`config.mk`:
```
export PLATFORM = sky130hd
export DESIGN_NAME = cubic_bezier_path_walker
export DESIGN_NICKNAME = d
export VERILOG_FILES = /design/src/hw/rtl/cbpw_pkg.sv /design/src/hw/rtl/cubic_bezier_path_walker.sv /design/src/hw/rtl/cbpw_seg_mem.sv /design/src/hw/rtl/cbpw_tick_div.sv
export SDC_FILE = /design/constraint.sdc
export NUM_CORES = 2
export LEC_CHECK = 0
export BUFFER_PORTS_ARGS = -buffer_cell sky130_fd_sc_hd__buf_2
export CORE_ASPECT_RATIO = 1.4
export CORE_MARGIN = 3
export CORE_UTILIZATION = 30
export CTS_BUF_LIST = sky130_fd_sc_hd__clkbuf_4 sky130_fd_sc_hd__clkbuf_8
export DETAILED_ROUTE_END_ITERATION = 10
export GPL_ROUTABILITY_DRIVEN = 0
export GPL_TIMING_DRIVEN = 0
export SYNTH_ARGS = -nofsm -noshare
export SYNTH_HDL_FRONTEND = slang
export SYNTH_SLANG_ARGS = --single-unit
```
`constraint.sdc`:
```
create_clock -name aclk -period 8.8 [get_ports aclk]
set_input_delay 0.44 -clock aclk [delete_from_list [all_inputs] [get_ports aclk]]
set_output_delay 0.44 -clock aclk [all_outputs]
set_load 0.01 [all_outputs]
```
`src/hw/rtl/cbpw_pkg.sv`:
```
// ----------------------------------------------------------------------------
// cbpw_pkg
// shared types and constants of the cubic bezier path walker
// ----------------------------------------------------------------------------
package cbpw_pkg;

    localparam int COORD_BITS       = 12;
    localparam int FRAC_BITS        = 10;
    localparam int MAX_SEGMENTS_DEF = 16;
    localparam int TICK_DIVISOR_DEF = 5;

    localparam int TICK_W = 32;
    localparam int RATE_W = 11;
    localparam int WAIT_W = 16;
    localparam int POS_W  = 20;
    localparam int T_W    = 11;
    localparam int T2_W   = 12;
    localparam int T3_W   = 13;
    localparam int CW     = COORD_BITS + 6;
    localparam int BW     = T3_W + 1;
    localparam int PW     = CW + BW;
    localparam int AW     = 32;
    localparam int SEG_W  = 8 * COORD_BITS;

    localparam logic [T_W-1:0] T_MAX   = 11'd2047;
    localparam logic [T_W-1:0] T_LIMIT = 11'd950;

    localparam logic CFG_STEP_RATE = 1'b0;
    localparam logic CFG_END_WAIT  = 1'b1;

    // point slots inside one stored segment word
    localparam int PT_SX  = 0;
    localparam int PT_SY  = 1;
    localparam int PT_C0X = 2;
    localparam int PT_C0Y = 3;
    localparam int PT_C1X = 4;
    localparam int PT_C1Y = 5;
    localparam int PT_EX  = 6;
    localparam int PT_EY  = 7;

    typedef enum logic [1:0] {
        CMD_APPEND  = 2'd0,
        CMD_START   = 2'd1,
        CMD_ADVANCE = 2'd2,
        CMD_CLEAR   = 2'd3
    } cmd_t;

    typedef enum logic [2:0] {
        ST_IDLE,
        ST_LOAD,
        ST_DIV,
        ST_MUL,
        ST_ACC,
        ST_ENDPT,
        ST_RESP
    } state_t;

    typedef enum logic [3:0] {
        MS_RATE,
        MS_TSQ,
        MS_TCUBE,
        MS_X1,
        MS_X2,
        MS_X3,
        MS_Y1,
        MS_Y2,
        MS_Y3
    } mul_step_t;

    typedef struct packed {
        logic               start;
        logic [TICK_W-1:0]  dividend;
    } div_req_t;

    typedef struct packed {
        logic               done;
        logic [TICK_W-1:0]  quotient;
    } div_rsp_t;

endpackage

```
`src/hw/rtl/cubic_bezier_path_walker.sv`:
```
// ----------------------------------------------------------------------------
// cubic_bezier_path_walker
// walks a chain of cubic bezier segments, one position per advance request
// ----------------------------------------------------------------------------
//  channel  | direction | handshake          | content
//  s_       | in        | s_tvalid/s_tready  | command in tuser, tick and points
//  m_       | out       | m_tvalid/m_tready  | position, walking, status
//  cfg_     | in        | cfg_valid/cfg_ready| step_rate, end_wait
//
//  append, clear, a held advance and a start without segments go straight to the
//  response; start and an end-point advance first read the segment.
//  a computing advance passes the reciprocal tick divider, then the shared
//  multiplier, then the response; entering the next segment reads it first.
//  reset is synchronous; s_tready is low while a request is in work, and a
//  result waits in the output register, blocking only the end of the next request.
// ----------------------------------------------------------------------------
module cubic_bezier_path_walker
    import cbpw_pkg::*;
#(
    parameter int MAX_SEGMENTS = MAX_SEGMENTS_DEF,
    parameter int TICK_DIVISOR = TICK_DIVISOR_DEF
) (
    input  logic          aclk,
    input  logic          aresetn,
    input  logic          s_tvalid,
    output logic          s_tready,
    // tick_count, start_x, start_y, ctrl0_x, ctrl0_y, ctrl1_x, ctrl1_y, end_x, end_y
    input  logic [127:0]  s_tdata,
    // command
    input  logic [1:0]    s_tuser,
    output logic          m_tvalid,
    input  logic          m_tready,
    // pos_x, pos_y, walking, status, zero fill
    output logic [47:0]   m_tdata,
    input  logic          cfg_valid,
    output logic          cfg_ready,
    input  logic          cfg_index,
    input  logic [15:0]   cfg_data
);

    localparam int IW  = (MAX_SEGMENTS > 1) ? $clog2(MAX_SEGMENTS) : 1;
    localparam int CNW = $clog2(MAX_SEGMENTS + 1);
    localparam logic [CNW-1:0] SEG_MAX = CNW'(MAX_SEGMENTS);

    state_t            state_reg, state_next;
    cmd_t              cmd_reg, cmd_next;
    cmd_t              cmd_in;
    logic [TICK_W-1:0] tick_reg, tick_next;
    logic [TICK_W-1:0] tick_in;
    logic [RATE_W-1:0] step_rate_reg;
    logic [WAIT_W-1:0] end_wait_reg;
    logic [CNW-1:0]    total_reg, total_next;
    logic [CNW-1:0]    now_reg, now_next;
    logic [CNW-1:0]    now_inc;
    logic              done_reg, done_next;
    logic [T_W-1:0]    param_reg, param_next;
    logic [WAIT_W-1:0] wait_reg, wait_next;
    logic [TICK_W-1:0] start_tick_reg, start_tick_next;
    logic signed [CW-1:0] coef_reg [6];
    logic signed [CW-1:0] coef_next [6];
    logic [T2_W-1:0]   t2_reg, t2_next;
    logic [T3_W-1:0]   t3_reg, t3_next;
    logic signed [AW-1:0] accx_reg, accx_next;
    logic signed [AW-1:0] accy_reg, accy_next;
    logic signed [POS_W-1:0] held_x_reg, held_x_next;
    logic signed [POS_W-1:0] held_y_reg, held_y_next;
    logic signed [PW-1:0] prod_reg, prod_next;
    mul_step_t         step_reg, step_next;
    logic signed [POS_W-1:0] out_px_reg, out_px_next;
    logic signed [POS_W-1:0] out_py_reg, out_py_next;
    logic              out_walk_reg, out_walk_next;
    logic              out_stat_reg, out_stat_next;
    logic              m_tvalid_reg, m_tvalid_next;
    logic [47:0]       m_tdata_reg, m_tdata_next;

    logic              s_accept;
    logic              mem_we;
    logic              mem_re;
    logic [IW-1:0]     mem_raddr;
    logic [SEG_W-1:0]  mem_rdata;
    div_req_t          div_req;
    div_rsp_t          div_rsp;
    logic signed [CW-1:0] mul_a;
    logic signed [BW-1:0] mul_b;
    logic signed [COORD_BITS-1:0] pt [8];
    logic signed [CW-1:0] dx0, dy0, dx1, dy1, dxe, dye;
    logic signed [CW-1:0] c0x, c0y, d1x, d1y;
    logic              rate_big;
    logic [T_W-1:0]    t_val;
    logic              out_free;

    assign s_accept  = s_tvalid && s_tready;
    assign s_tready  = (state_reg == ST_IDLE);
    assign cfg_ready = 1'b1;
    assign cmd_in    = cmd_t'(s_tuser);
    assign tick_in   = s_tdata[TICK_W-1:0];
    assign now_inc   = now_reg + 1'b1;
    assign out_free  = !m_tvalid_reg || m_tready;

    always_ff @(posedge aclk) begin
        if (!aresetn) begin
            step_rate_reg <= RATE_W'(1);
            end_wait_reg  <= '0;
        end else if (cfg_valid && cfg_ready) begin
            unique case (cfg_index)
                CFG_STEP_RATE: step_rate_reg <= cfg_data[RATE_W-1:0];
                CFG_END_WAIT:  end_wait_reg  <= cfg_data[WAIT_W-1:0];
                default:       step_rate_reg <= step_rate_reg;
            endcase
        end
    end

    assign mem_we = s_accept && (cmd_in == CMD_APPEND) && (total_reg < SEG_MAX);

    cbpw_seg_mem #(
        .DEPTH (MAX_SEGMENTS),
        .IW    (IW)
    ) u_seg_mem (
        .aclk  (aclk),
        .we    (mem_we),
        .waddr (total_reg[IW-1:0]),
        .wdata (s_tdata[TICK_W +: SEG_W]),
        .re    (mem_re),
        .raddr (mem_raddr),
        .rdata (mem_rdata)
    );

    cbpw_tick_div #(
        .DIVISOR (TICK_DIVISOR)
    ) u_tick_div (
        .aclk    (aclk),
        .aresetn (aresetn),
        .req     (div_req),
        .rsp     (div_rsp)
    );

    always_comb begin
        for (int i = 0; i < 8; i++) begin
            pt[i] = mem_rdata[i*COORD_BITS +: COORD_BITS];
        end
        dx0 = CW'(pt[PT_C0X]) - CW'(pt[PT_SX]);
        dy0 = CW'(pt[PT_C0Y]) - CW'(pt[PT_SY]);
        dx1 = CW'(pt[PT_C1X]) - CW'(pt[PT_C0X]);
        dy1 = CW'(pt[PT_C1Y]) - CW'(pt[PT_C0Y]);
        dxe = CW'(pt[PT_EX]) - CW'(pt[PT_SX]);
        dye = CW'(pt[PT_EY]) - CW'(pt[PT_SY]);
        c0x = (dx0 <<< 1) + dx0;
        c0y = (dy0 <<< 1) + dy0;
        d1x = (dx1 <<< 1) + dx1;
        d1y = (dy1 <<< 1) + dy1;
    end

    // shared multiplier operands
    always_comb begin
        mul_a = '0;
        mul_b = '0;
        case (step_reg)
            MS_RATE:  begin
                mul_a = CW'(step_rate_reg);
                mul_b = BW'(div_rsp.quotient[T_W-1:0]);
            end
            MS_TSQ:   begin mul_a = CW'(param_reg); mul_b = BW'(param_reg); end
            MS_TCUBE: begin mul_a = CW'(t2_reg);    mul_b = BW'(param_reg); end
            MS_X1:    begin mul_a = coef_reg[0];    mul_b = BW'(param_reg); end
            MS_X2:    begin mul_a = coef_reg[1];    mul_b = BW'(t2_reg);    end
            MS_X3:    begin mul_a = coef_reg[2];    mul_b = BW'(t3_reg);    end
            MS_Y1:    begin mul_a = coef_reg[3];    mul_b = BW'(param_reg); end
            MS_Y2:    begin mul_a = coef_reg[4];    mul_b = BW'(t2_reg);    end
            MS_Y3:    begin mul_a = coef_reg[5];    mul_b = BW'(t3_reg);    end
            default:  begin mul_a = '0;             mul_b = '0;             end
        endcase
    end

    always_comb begin
        rate_big = (div_rsp.quotient[TICK_W-1:T_W] != '0) ? (step_rate_reg != '0)
                                                           : (prod_reg[PW-1:T_W] != '0);
        t_val    = rate_big ? T_MAX : prod_reg[T_W-1:0];
    end

    always_comb begin
        state_next      = state_reg;
        cmd_next        = cmd_reg;
        tick_next       = tick_reg;
        total_next      = total_reg;
        now_next        = now_reg;
        done_next       = done_reg;
        param_next      = param_reg;
        wait_next       = wait_reg;
        start_tick_next = start_tick_reg;
        for (int i = 0; i < 6; i++) begin
            coef_next[i] = coef_reg[i];
        end
        t2_next         = t2_reg;
        t3_next         = t3_reg;
        accx_next       = accx_reg;
        accy_next       = accy_reg;
        held_x_next     = held_x_reg;
        held_y_next     = held_y_reg;
        prod_next       = prod_reg;
        step_next       = step_reg;
        out_px_next     = out_px_reg;
        out_py_next     = out_py_reg;
        out_walk_next   = out_walk_reg;
        out_stat_next   = out_stat_reg;
        mem_re          = 1'b0;
        mem_raddr       = '0;
        div_req.start    = 1'b0;
        div_req.dividend = ((state_reg == ST_IDLE) ? tick_in : tick_reg) - start_tick_reg;
        m_tdata_next    = m_tdata_reg;
        m_tvalid_next   = m_tvalid_reg && !m_tready;

        unique case (state_reg)
            ST_IDLE: begin
                if (s_accept) begin
                    cmd_next      = cmd_in;
                    tick_next     = tick_in;
                    out_px_next   = '0;
                    out_py_next   = '0;
                    out_stat_next = 1'b0;
                    out_walk_next = !done_reg;
                    state_next    = ST_RESP;
                    unique case (cmd_in)
                        CMD_APPEND: begin
                            if (total_reg < SEG_MAX) begin
                                total_next = total_reg + 1'b1;
                            end else begin
                                out_stat_next = 1'b1;
                            end
                        end
                        CMD_START: begin
                            now_next        = '0;
                            done_next       = 1'b0;
                            start_tick_next = tick_in;
                            out_walk_next   = 1'b1;
                            if (total_reg != '0) begin
                                mem_re     = 1'b1;
                                mem_raddr  = '0;
                                state_next = ST_LOAD;
                            end
                        end
                        CMD_CLEAR: begin
                            total_next    = '0;
                            now_next      = '0;
                            done_next     = 1'b1;
                            out_walk_next = 1'b0;
                        end
                        CMD_ADVANCE: begin
                            out_walk_next = 1'b1;
                            if (done_reg || now_reg >= total_reg ||
                                (param_reg > T_LIMIT && wait_reg == '0 &&
                                 now_inc >= total_reg)) begin
                                if (!(done_reg || now_reg >= total_reg)) begin
                                    now_next = now_inc;
                                end
                                done_next     = 1'b1;
                                out_walk_next = 1'b0;
                                if (total_reg != '0) begin
                                    mem_re     = 1'b1;
                                    mem_raddr  = IW'(total_reg - 1'b1);
                                    state_next = ST_ENDPT;
                                end
                            end else if (param_reg <= T_LIMIT) begin
                                mem_re        = 1'b1;
                                mem_raddr     = now_reg[IW-1:0];
                                div_req.start = 1'b1;
                                state_next    = ST_DIV;
                            end else if (wait_reg != '0) begin
                                wait_next   = wait_reg - 1'b1;
                                out_px_next = held_x_reg;
                                out_py_next = held_y_reg;
                            end else begin
                                now_next        = now_inc;
                                start_tick_next = tick_in;
                                mem_re          = 1'b1;
                                mem_raddr       = now_inc[IW-1:0];
                                state_next      = ST_LOAD;
                            end
                        end
                        default: state_next = ST_RESP;
                    endcase
                end
            end
            ST_LOAD: begin
                coef_next[0] = c0x;
                coef_next[1] = d1x - c0x;
                coef_next[2] = dxe - d1x;
                coef_next[3] = c0y;
                coef_next[4] = d1y - c0y;
                coef_next[5] = dye - d1y;
                param_next   = '0;
                wait_next    = end_wait_reg;
                if (cmd_reg == CMD_START) begin
                    state_next = ST_RESP;
                end else begin
                    div_req.start = 1'b1;
                    state_next    = ST_DIV;
                end
            end
            ST_DIV: begin
                if (div_rsp.done) begin
                    step_next  = MS_RATE;
                    state_next = ST_MUL;
                end
            end
            ST_MUL: begin
                prod_next  = PW'(mul_a * mul_b);
                state_next = ST_ACC;
            end
            ST_ACC: begin
                state_next = ST_MUL;
                step_next  = mul_step_t'(step_reg + 1'b1);
                case (step_reg) inside
                    MS_RATE:  param_next = t_val;
                    MS_TSQ:   t2_next = prod_reg[FRAC_BITS +: T2_W];
                    MS_TCUBE: t3_next = prod_reg[FRAC_BITS +: T3_W];
                    MS_X1:    accx_next = (AW'(pt[PT_SX]) <<< FRAC_BITS) + AW'(prod_reg);
                    MS_X2, MS_X3: accx_next = accx_reg + AW'(prod_reg);
                    MS_Y1:    accy_next = (AW'(pt[PT_SY]) <<< FRAC_BITS) + AW'(prod_reg);
                    MS_Y2:    accy_next = accy_reg + AW'(prod_reg);
                    MS_Y3: begin
                        accy_next   = accy_reg + AW'(prod_reg);
                        held_x_next = accx_reg[FRAC_BITS +: POS_W];
                        held_y_next = accy_next[FRAC_BITS +: POS_W];
                        out_px_next = held_x_next;
                        out_py_next = held_y_next;
                        state_next  = ST_RESP;
                    end
                    default: state_next = ST_RESP;
                endcase
            end
            ST_ENDPT: begin
                out_px_next = POS_W'(pt[PT_EX]);
                out_py_next = POS_W'(pt[PT_EY]);
                state_next  = ST_RESP;
            end
            ST_RESP: begin
                if (out_free) begin
                    m_tvalid_next = 1'b1;
                    m_tdata_next  = {6'd0, out_stat_reg, out_walk_reg, out_py_reg, out_px_reg};
                    state_next    = ST_IDLE;
                end
            end
            default: state_next = ST_IDLE;
        endcase
    end

    always_ff @(posedge aclk) begin
        if (!aresetn) begin
            state_reg      <= ST_IDLE;
            total_reg      <= '0;
            now_reg        <= '0;
            done_reg       <= 1'b1;
            param_reg      <= '0;
            wait_reg       <= '0;
            start_tick_reg <= '0;
            held_x_reg     <= '0;
            held_y_reg     <= '0;
            step_reg       <= MS_RATE;
            m_tvalid_reg   <= 1'b0;
            for (int i = 0; i < 6; i++) begin
                coef_reg[i] <= '0;
            end
        end else begin
            state_reg      <= state_next;
            total_reg      <= total_next;
            now_reg        <= now_next;
            done_reg       <= done_next;
            param_reg      <= param_next;
            wait_reg       <= wait_next;
            start_tick_reg <= start_tick_next;
            held_x_reg     <= held_x_next;
            held_y_reg     <= held_y_next;
            step_reg       <= step_next;
            m_tvalid_reg   <= m_tvalid_next;
            for (int i = 0; i < 6; i++) begin
                coef_reg[i] <= coef_next[i];
            end
        end
    end

    always_ff @(posedge aclk) begin
        cmd_reg      <= cmd_next;
        tick_reg     <= tick_next;
        t2_reg       <= t2_next;
        t3_reg       <= t3_next;
        accx_reg     <= accx_next;
        accy_reg     <= accy_next;
        prod_reg     <= prod_next;
        out_px_reg   <= out_px_next;
        out_py_reg   <= out_py_next;
        out_walk_reg <= out_walk_next;
        out_stat_reg <= out_stat_next;
        m_tdata_reg  <= m_tdata_next;
    end

    assign m_tvalid = m_tvalid_reg;
    assign m_tdata  = m_tdata_reg;

`ifndef SYNTHESIS
    a_total_bound: assert property (@(posedge aclk) disable iff (!aresetn)
        total_reg <= SEG_MAX)
        else $error("segment count above capacity");

    a_now_bound: assert property (@(posedge aclk) disable iff (!aresetn)
        now_reg <= total_reg)
        else $error("segment index out of range");

    a_busy_after_accept: assert property (@(posedge aclk) disable iff (!aresetn)
        s_accept |=> state_reg != ST_IDLE)
        else $error("request accepted without work");

    a_reject_no_pos: assert property (@(posedge aclk) disable iff (!aresetn)
        m_tvalid_reg && m_tdata_reg[2*POS_W+1] |-> m_tdata_reg[2*POS_W-1:0] == '0)
        else $error("rejected append carries a position");

    a_div_only_in_div: assert property (@(posedge aclk) disable iff (!aresetn)
        div_rsp.done |-> state_reg == ST_DIV)
        else $error("divider finished outside its state");
`endif

endmodule

```
`src/hw/rtl/cbpw_seg_mem.sv`:
```
// ----------------------------------------------------------------------------
// cbpw_seg_mem
// segment point store, one write port and one registered read port
// ----------------------------------------------------------------------------
module cbpw_seg_mem
    import cbpw_pkg::*;
#(
    parameter int DEPTH = MAX_SEGMENTS_DEF,
    parameter int IW    = (DEPTH > 1) ? $clog2(DEPTH) : 1
) (
    input  logic             aclk,
    input  logic             we,
    input  logic [IW-1:0]    waddr,
    input  logic [SEG_W-1:0] wdata,
    input  logic             re,
    input  logic [IW-1:0]    raddr,
    output logic [SEG_W-1:0] rdata
);

    logic [SEG_W-1:0] mem [DEPTH];
    logic [SEG_W-1:0] rdata_reg;

    always_ff @(posedge aclk) begin
        if (we) begin
            mem[waddr] <= wdata;
        end
    end

    always_ff @(posedge aclk) begin
        if (re) begin
            rdata_reg <= mem[raddr];
        end
    end

    assign rdata = rdata_reg;

endmodule

```
`src/hw/rtl/cbpw_tick_div.sv`:
```
// ----------------------------------------------------------------------------
// cbpw_tick_div
// division of the elapsed tick count by a constant, by reciprocal
// multiplication in two half-width passes
// ----------------------------------------------------------------------------
module cbpw_tick_div
    import cbpw_pkg::*;
#(
    parameter int DIVISOR = TICK_DIVISOR_DEF
) (
    input  logic     aclk,
    input  logic     aresetn,
    input  div_req_t req,
    output div_rsp_t rsp
);

    localparam int SH    = $clog2(DIVISOR);
    localparam int MW    = TICK_W + 1;
    localparam int HW    = TICK_W / 2;
    localparam int PARTW = HW + MW;
    localparam int ACCW  = TICK_W + MW;
    localparam logic [63:0] ONE_SH = 64'd1 << (TICK_W + SH);
    localparam logic [MW-1:0] RECIP =
        MW'((ONE_SH + 64'(DIVISOR) - 64'd1) / 64'(DIVISOR));

    logic [TICK_W-1:0] num_reg, num_next;
    logic [ACCW-1:0]   acc_reg, acc_next;
    logic              phase_reg, phase_next;
    logic              busy_reg, busy_next;
    logic              done_reg, done_next;
    logic [HW-1:0]     half;
    logic [PARTW-1:0]  part;

    always_comb begin
        half       = phase_reg ? num_reg[TICK_W-1:HW] : num_reg[HW-1:0];
        part       = PARTW'(half) * PARTW'(RECIP);
        num_next   = num_reg;
        acc_next   = acc_reg;
        phase_next = phase_reg;
        busy_next  = busy_reg;
        done_next  = 1'b0;
        if (req.start) begin
            num_next   = req.dividend;
            acc_next   = '0;
            phase_next = 1'b0;
            busy_next  = 1'b1;
        end else if (busy_reg) begin
            if (!phase_reg) begin
                acc_next   = ACCW'(part);
                phase_next = 1'b1;
            end else begin
                acc_next  = acc_reg + {part, {HW{1'b0}}};
                busy_next = 1'b0;
                done_next = 1'b1;
            end
        end
    end

    always_ff @(posedge aclk) begin
        if (!aresetn) begin
            busy_reg  <= 1'b0;
            done_reg  <= 1'b0;
            phase_reg <= 1'b0;
        end else begin
            busy_reg  <= busy_next;
            done_reg  <= done_next;
            phase_reg <= phase_next;
        end
    end

    always_ff @(posedge aclk) begin
        num_reg <= num_next;
        acc_reg <= acc_next;
    end

    assign rsp.done     = done_reg;
    assign rsp.quotient = TICK_W'(acc_reg >> (TICK_W + SH));

endmodule
```
# ---- After elaboration in Yosys (flattened, before gate mapping)
# Memories as Yosys holds them, arrays and structs flattened. A register that Yosys moved wholly into a read port is not among the register bits.
# Index checks and enable logic that the tools add are counted.
# W data, S select, Z words.
dict set report totals {
  ff_bits 484
  inputBits 152
  ram_bits 1644
  out_inout_bits 51
  elab_cells 299
  memories 2
}
dict set report classes {
  n_eq_ne 42
  bitwise 16
  muxes 121
  n_addsub 25
  multipliers 2
  magnitude_cmp 5
  reduce_logical 56
}
# name words word_bits read_ports rd_clocked_by_memory_dff wr line
set memory_table {}
lappend memory_table {u_seg_mem.mem 16 96 1 1 1 cbpw_seg_mem.sv:20} ;# logic [SEG_W-1:0] mem [DEPTH];
lappend memory_table {coef_reg 6 18 6 0 6 cubic_bezier_path_walker.sv:59} ;# logic signed [CW-1:0] coef_reg [6];
# cell count
set op_table {}
lappend op_table {{$mux W20} 26}
lappend op_table {{$mux W32} 9}
lappend op_table {{$pmux W18 S9} 1}
lappend op_table {{$pmux W20 S3} 2}
lappend op_table {{$mux W108} 1}
lappend op_table {{$mux W18} 6}
lappend op_table {{$mux W16} 6}
lappend op_table {{$sub A12 B12 Y13} 6}
lappend op_table {{$add A65 B65 Y65} 1}
lappend op_table {{$mux W65} 1}
lappend op_table {{$add A22 B32 Y32} 2}
lappend op_table {{$add A32 B32 Y32} 2}
lappend op_table {{$pmux W32 S2} 1}
lappend op_table {{$add A14 B13 Y15} 4}
lappend op_table {{$pmux W13 S4} 1}
lappend op_table {{$mul A16 B32 Y48 const B} 1}
lappend op_table {{$mux W3} 15}
lappend op_table {{$reduce_bool A21 Y1} 2}
lappend op_table {{$mul A18 B14 Y32} 1}
lappend op_table {{$mux W4} 8}
lappend op_table {{$ne A2 B2 Y1 const B} 16}
lappend op_table {{$pmux W16 S2} 1}
lappend op_table {{$sub A13 B15 Y16} 2}
lappend op_table {{$sub A15 B15 Y16} 2}
lappend op_table {{other kinds (56)} 150}

# ---- Depth between registers and ports, before layout
dict set report depth {
  ltp_word 10
  depth_mapped 37
  depth_no_buf 34
}

# ---- Hierarchy
# Synthesis repeated with hierarchy kept, for this count alone.
dict set report hier_totals {
  hier_cells 8276
  area_unflattened_um2 111918.6
}
# module seq_area_each_um2 area_each_um2 cells_each n_inst
set modules_own_cells {}
lappend modules_own_cells {cbpw_seg_mem 49007.0 60316.6 2460 1}
lappend modules_own_cells {cubic_bezier_path_walker 11841.4 40193.5 4514 1}
lappend modules_own_cells {cbpw_tick_div 1981.9 11408.4 1302 1}

# ---- Worst setup path after synthesis
# Ideal clock, no wire load.
dict set report synth_path {
  path_kind {register to register}
  startpoint {reg state_reg[1]}
  endpoint {mem u_seg_mem.mem[2][0] (netlist name) (enable)}
  path_stages_with_launch 7
  period_less_slack_ns 8.668
  required_time_ns 8.131
  t_arrival_ns 7.999
  setup_ns 0.669
  n_path_buf 1
  path_slack_ns 0.132
  cell_sequence {dfxtp_1 -> buf_2 -> nor3_2 -> nand2_1 -> nor2_1 -> nand2_1 -> nor3_1}
}
dict set report synth_via {
  elab_chain_len 6
}
# item line
set synth_lines {}
lappend synth_lines {{start, declared} cubic_bezier_path_walker.sv:45} ;# state_t state_reg, state_next;
lappend synth_lines {{start signal, assigned} cubic_bezier_path_walker.sv:364} ;# state_reg <= state_next;
lappend synth_lines {{$logic_not A3 Y1} cubic_bezier_path_walker.sv:93} ;# assign s_tready = (state_reg == ST_IDLE);
lappend synth_lines {{$logic_and A1 B1 Y1} cubic_bezier_path_walker.sv:92} ;# assign s_accept = s_tvalid && s_tready;
lappend synth_lines {{$logic_and A1 B1 Y1 (2 in a row)} cubic_bezier_path_walker.sv:113} ;# assign mem_we = s_accept && (cmd_in == CMD_APPEND) && (total_reg < SEG_MAX);
lappend synth_lines {{$mux W1} cbpw_seg_mem.sv:24} ;# if (we) begin
lappend synth_lines {{$mux W1 (not written as such)} cbpw_seg_mem.sv:25} ;# mem[waddr] <= wdata;
lappend synth_lines {{end, declared} cbpw_seg_mem.sv:20}
# Every way passes these cells.

# ---- Worst setup path in the final report
dict set report layout_path {
  startpoint {reg step_reg[0]}
  endpoint {reg prod_reg[30], data pin}
}
dict set report layout_via {
  elab_chain_len 4
  word_cells_on_any_way 15
  cone_classes {mul (1); eq/ne (8); mux (2); reduce/logical (4)}
}
# item line
set layout_lines {}
lappend layout_lines {{start, declared} cubic_bezier_path_walker.sv:68} ;# mul_step_t step_reg, step_next;
lappend layout_lines {{start signal, assigned} cubic_bezier_path_walker.sv:373} ;# step_reg <= step_next;
lappend layout_lines {{$eq A4 B1 Y1, or another cell as far along} cubic_bezier_path_walker.sv:157} ;# case (step_reg)
lappend layout_lines {{$reduce_or A4 Y1 (no line) / $reduce_or A2 Y1 (equally long branches)} n/a}
lappend layout_lines {{$pmux W13 S4} cubic_bezier_path_walker.sv:157}
lappend layout_lines {{$mul A18 B14 Y32 (*)} cubic_bezier_path_walker.sv:306} ;# prod_next = PW'(mul_a * mul_b);
lappend layout_lines {{end signal, assigned} cubic_bezier_path_walker.sv:388} ;# prod_reg <= prod_next;
lappend layout_lines {{end, declared} cubic_bezier_path_walker.sv:67} ;# logic signed [PW-1:0] prod_reg, prod_next;
# Mark *: on every way between the ends. The rest lies on a longest branch, timed or not.
# A chain may end at the register's enable or synchronous reset.

==> impl_results.md <==
* CTS root buf: clkbuf_8
* Leakage power at 0.0506 uW
* Library cells used by synthesis at 96
* PortBufs at a little under 200
* Slew Limit Fails at 0
* DRC at 0
* Synthesized flop and latch total at 2189
* Die height at 735 um
* Ys async rst share at 0
* Tot Pwr at roughly 43000 uW
* Crit Path Class: reg -> reg
* Synthesis-to-finish area growth at 16.7%
* Initial antenna violation count at 51
* First-pass GRT wire length at ~540000 um
* Rel. slew slack at 0.0201
* Synth area leader: edfxtp_1
* GR Util All Layers at 0.186
* Syn avg cell area at 11.5 um2
* Cts bufs inserted at 347
* Row cnt at between 200 and 300
* Layout cell share with drive strength beyond 1 at 0.126
* Max VDD drop at 0.000782 V
* Largest net degree at the start of global routing at 37
* Routed WL at 372000 um
* Vias in the first global route at 80700
* Design area at between 0.1 and 0.15 mm2
* Htree depth at 5
* Number of synthesized flops with an enable pin at 1899
* Post-DP HPWL at 280000 um
* DR iter-0 viols at 6250
* TritonCTS clock tree: done
* CP Capture Type: flop
* Commonest non-fill, non-tap cell in the layout: edfxtp_1
* Tmin final at 8.58 ns
* Grt ovf at 0
* Final hold slack at slightly above 0.07 ns
* Worst-margin pin slew at 1.47 ns
* Hold Path Class: in -> reg
* Starting Density at 0.302
* Most common cell on crit path: fa_1
* Vias at 80600
* CTS clock-pin slew for the worst setup and hold paths at 0.06 ns
* Io pins at 203
* Filler Cells Inserted at 37200
* Clk sink count at 2189
* Critical Path Start Type: flop
* CP Buf/Inv Count at 6
* Util after Layout at 0.353
* DR WL/cell at 23.3 um
* Synth warnings at 0
* RSZ-0062 raised after global routing: true
* Post-DRT Antenna Nets at 0
* Critical path peak fanout at 10
* Status: completed
* Width of the die at 526 um
* Post-synth top flop: edfxtp_1
* Area of the core at 0.376 mm2
* Crit-path slowest cell: clkbuf_1
* Synthesized cell area at about 0.11 mm2
* Die area at just under 0.4 mm2
* Final hold violations at 0
* Period utilization at 0.975
* Clock tree buffer depth at 4
* Clk Latency, worst-skew pair at 1.16 ns
* Sequential fraction of the synthesis area at 0.552
* Synth top area share at 0.501
* Power Density at approximately 320 mW/mm2
* Biggest cell delay along the critical path at between 0.5 and 0.6 ns
* Top post-synthesis cells by area: edfxtp_1 (50%), ha_1 (6.2%), fa_1 (5.9%)
* Cells after Synth at 9849
* Final setup violation count at 0
* Most frequent cells in the layout: edfxtp_1 (1899), nand2_1 (1790), inv_1 (685)
* Largest register FFs at 1536
* CP top delay family: adder cells
* Placed cell areas at 0.123 mm2
* Pre-antenna DRT Iters at 10
* Worst path arrival time at 9.44 ns
* Post-layout net count at 11800
* Required @ worst endpoint at approximately 9.7 ns
* Vias per cell at around 5
* Worst Skew at between 0.15 and 0.2 ns
* FMAX at 0.117 GHz
* Max-cap viol count at 0
synthesized netlist by cell type (17+ instances only):
| cell type | count |
|---|---|
| a211oi_1 | 53 |
| a21boi_0 | 214 |
| a21o_1 | 144 |
| a21oi_1 | 504 |
| a221o_1 | 30 |
| a221oi_1 | 24 |
| a222oi_1 | 37 |
| a22o_1 | 28 |
| a22oi_1 | 31 |
| a31oi_1 | 47 |
| a32o_1 | 193 |
| and2_1 | 39 |
| and3_1 | 27 |
| buf_1 | 25 |
| buf_2 | 153 |
| clkbuf_1 | 263 |
| dfxtp_1 | 290 |
| edfxtp_1 | 1899 |
| fa_1 | 337 |
| ha_1 | 568 |
| inv_1 | 688 |
| mux2_2 | 43 |
| mux2i_1 | 210 |
| nand2_1 | 1795 |
| nand2b_1 | 60 |
| nand3_1 | 462 |
| nand4_1 | 27 |
| nor2_1 | 398 |
| nor2b_1 | 58 |
| nor3_1 | 81 |
| nor4_1 | 69 |
| nor4_2 | 51 |
| o211ai_1 | 36 |
| o21a_1 | 72 |
| o21ai_0 | 268 |
| o21bai_1 | 46 |
| o31ai_1 | 17 |
| or3_1 | 25 |
| xnor2_1 | 230 |
| xor2_1 | 120 |
report_power, final:
| part | internal, uW | switching [uW] |
|---|---|---|
| Combinational | 9010 | 13200 |
| Clock | 4540 | 4190 |
| Sequential | 11600 | 223 |
| Total | 25100 | 17600 |
worst reg2reg max path: cells and delay by family, from the launching register on:
family / cells / cell delay [ns]
AOI/OAI and AO/OA: 11 / 2.89
xor gates and xnor gates: 1 / 0.16
adders and majority gates: 8 / 3.09
buffers and inverters: 6 / 1.25
DFF: 1 / 0.38
and+or+nand+nor: 4 / 0.59
through the flow:
step | setup TNS, ns | cells | setup WS (ns)
detailed placement | -48.82 | 15100 | -2.37
global placement | -7140.08 | 15000 | -9.88
CTS | -0.00202 | 15900 | -0.00202
finish | 0 | 16000 | 0.222
global route | -0.112 | 15900 | -0.0923
floorplan | 0 | 9854 | 0.132
final cells by class:
| class | instances | area (um2) | area share |
|---|---|---|---|
| Antenna cell | 23 | 57.6 | 0.000433 |
| Buffer | 440 | 1990 | 0.0150 |
| Clock buffer | 472 | 5820 | 0.0438 |
| Clock inverter | 141 | 982 | 0.00740 |
| Inverter | 690 | 2590 | 0.0195 |
| Multi-Input combinational cell | 6521 | 47300 | 0.356 |
| Sequential cell | 2189 | 62800 | 0.473 |
| Tap cell | 4958 | 6200 | 0.0467 |
| Timing Repair Buffer | 523 | 4980 | 0.0375 |
worst paths after layout:
check / depth (start not counted) / startpoint / slack (ns) / to
worst min register to register: 0 / out_px_reg[15]$_DFFE_PP_ / 0.39 / m_tdata[15]$_DFFE_PP_
worst min-delay path: 2 / s_tdata[24] / 0.07 / tick_reg[24]$_DFFE_PP_
worst max register to register: 30 / step_reg[0]$_SDFFE_PN0P_ / 0.22 / prod_reg[30]$_DFFE_PN_
worst max-delay path: 30 / step_reg[0]$_SDFFE_PN0P_ / 0.22 / prod_reg[30]$_DFFE_PN_
metal layers:
layer,part of all wire,global-route usage,vias up,routed length [um]
li1,-,-,37200,-
met3,0.055,0.0287,963,20600
met4,0.076,0.123,24,28100
met2,0.51,0.336,2798,189000
met5,0.00038,0,-,141
met1,0.36,0.200,39700,134000
cell families (layout without fill, tap and decap cells):
| family | count (synthesis) | in the layout | synth area share |
|---|---|---|---|
| AOI/OAI and AO/OA | 1853 | 1853 | 0.112 |
| buffers and inverters | 1144 | 2266 | 0.0399 |
| DFF | 2189 | 2189 | 0.552 |
| xor gates and xnor gates | 350 | 350 | 0.0270 |
| adders and majority gates | 905 | 905 | 0.122 |
| and+or+nand+nor | 3151 | 3151 | 0.123 |
| muxes | 255 | 255 | 0.0231 |
| other | 2 | 30 | 0.0000660 |
what timing repair did:
action	in CTS	in global routing
hold buffers	165	0
hold endpoints to repair	1659	0
setup buffers	14	13
resized for setup	95	91
pin swaps	10	19
endpoints found under the setup margin	44	23
Note: power is estimated with default switching activity, not from simulation.
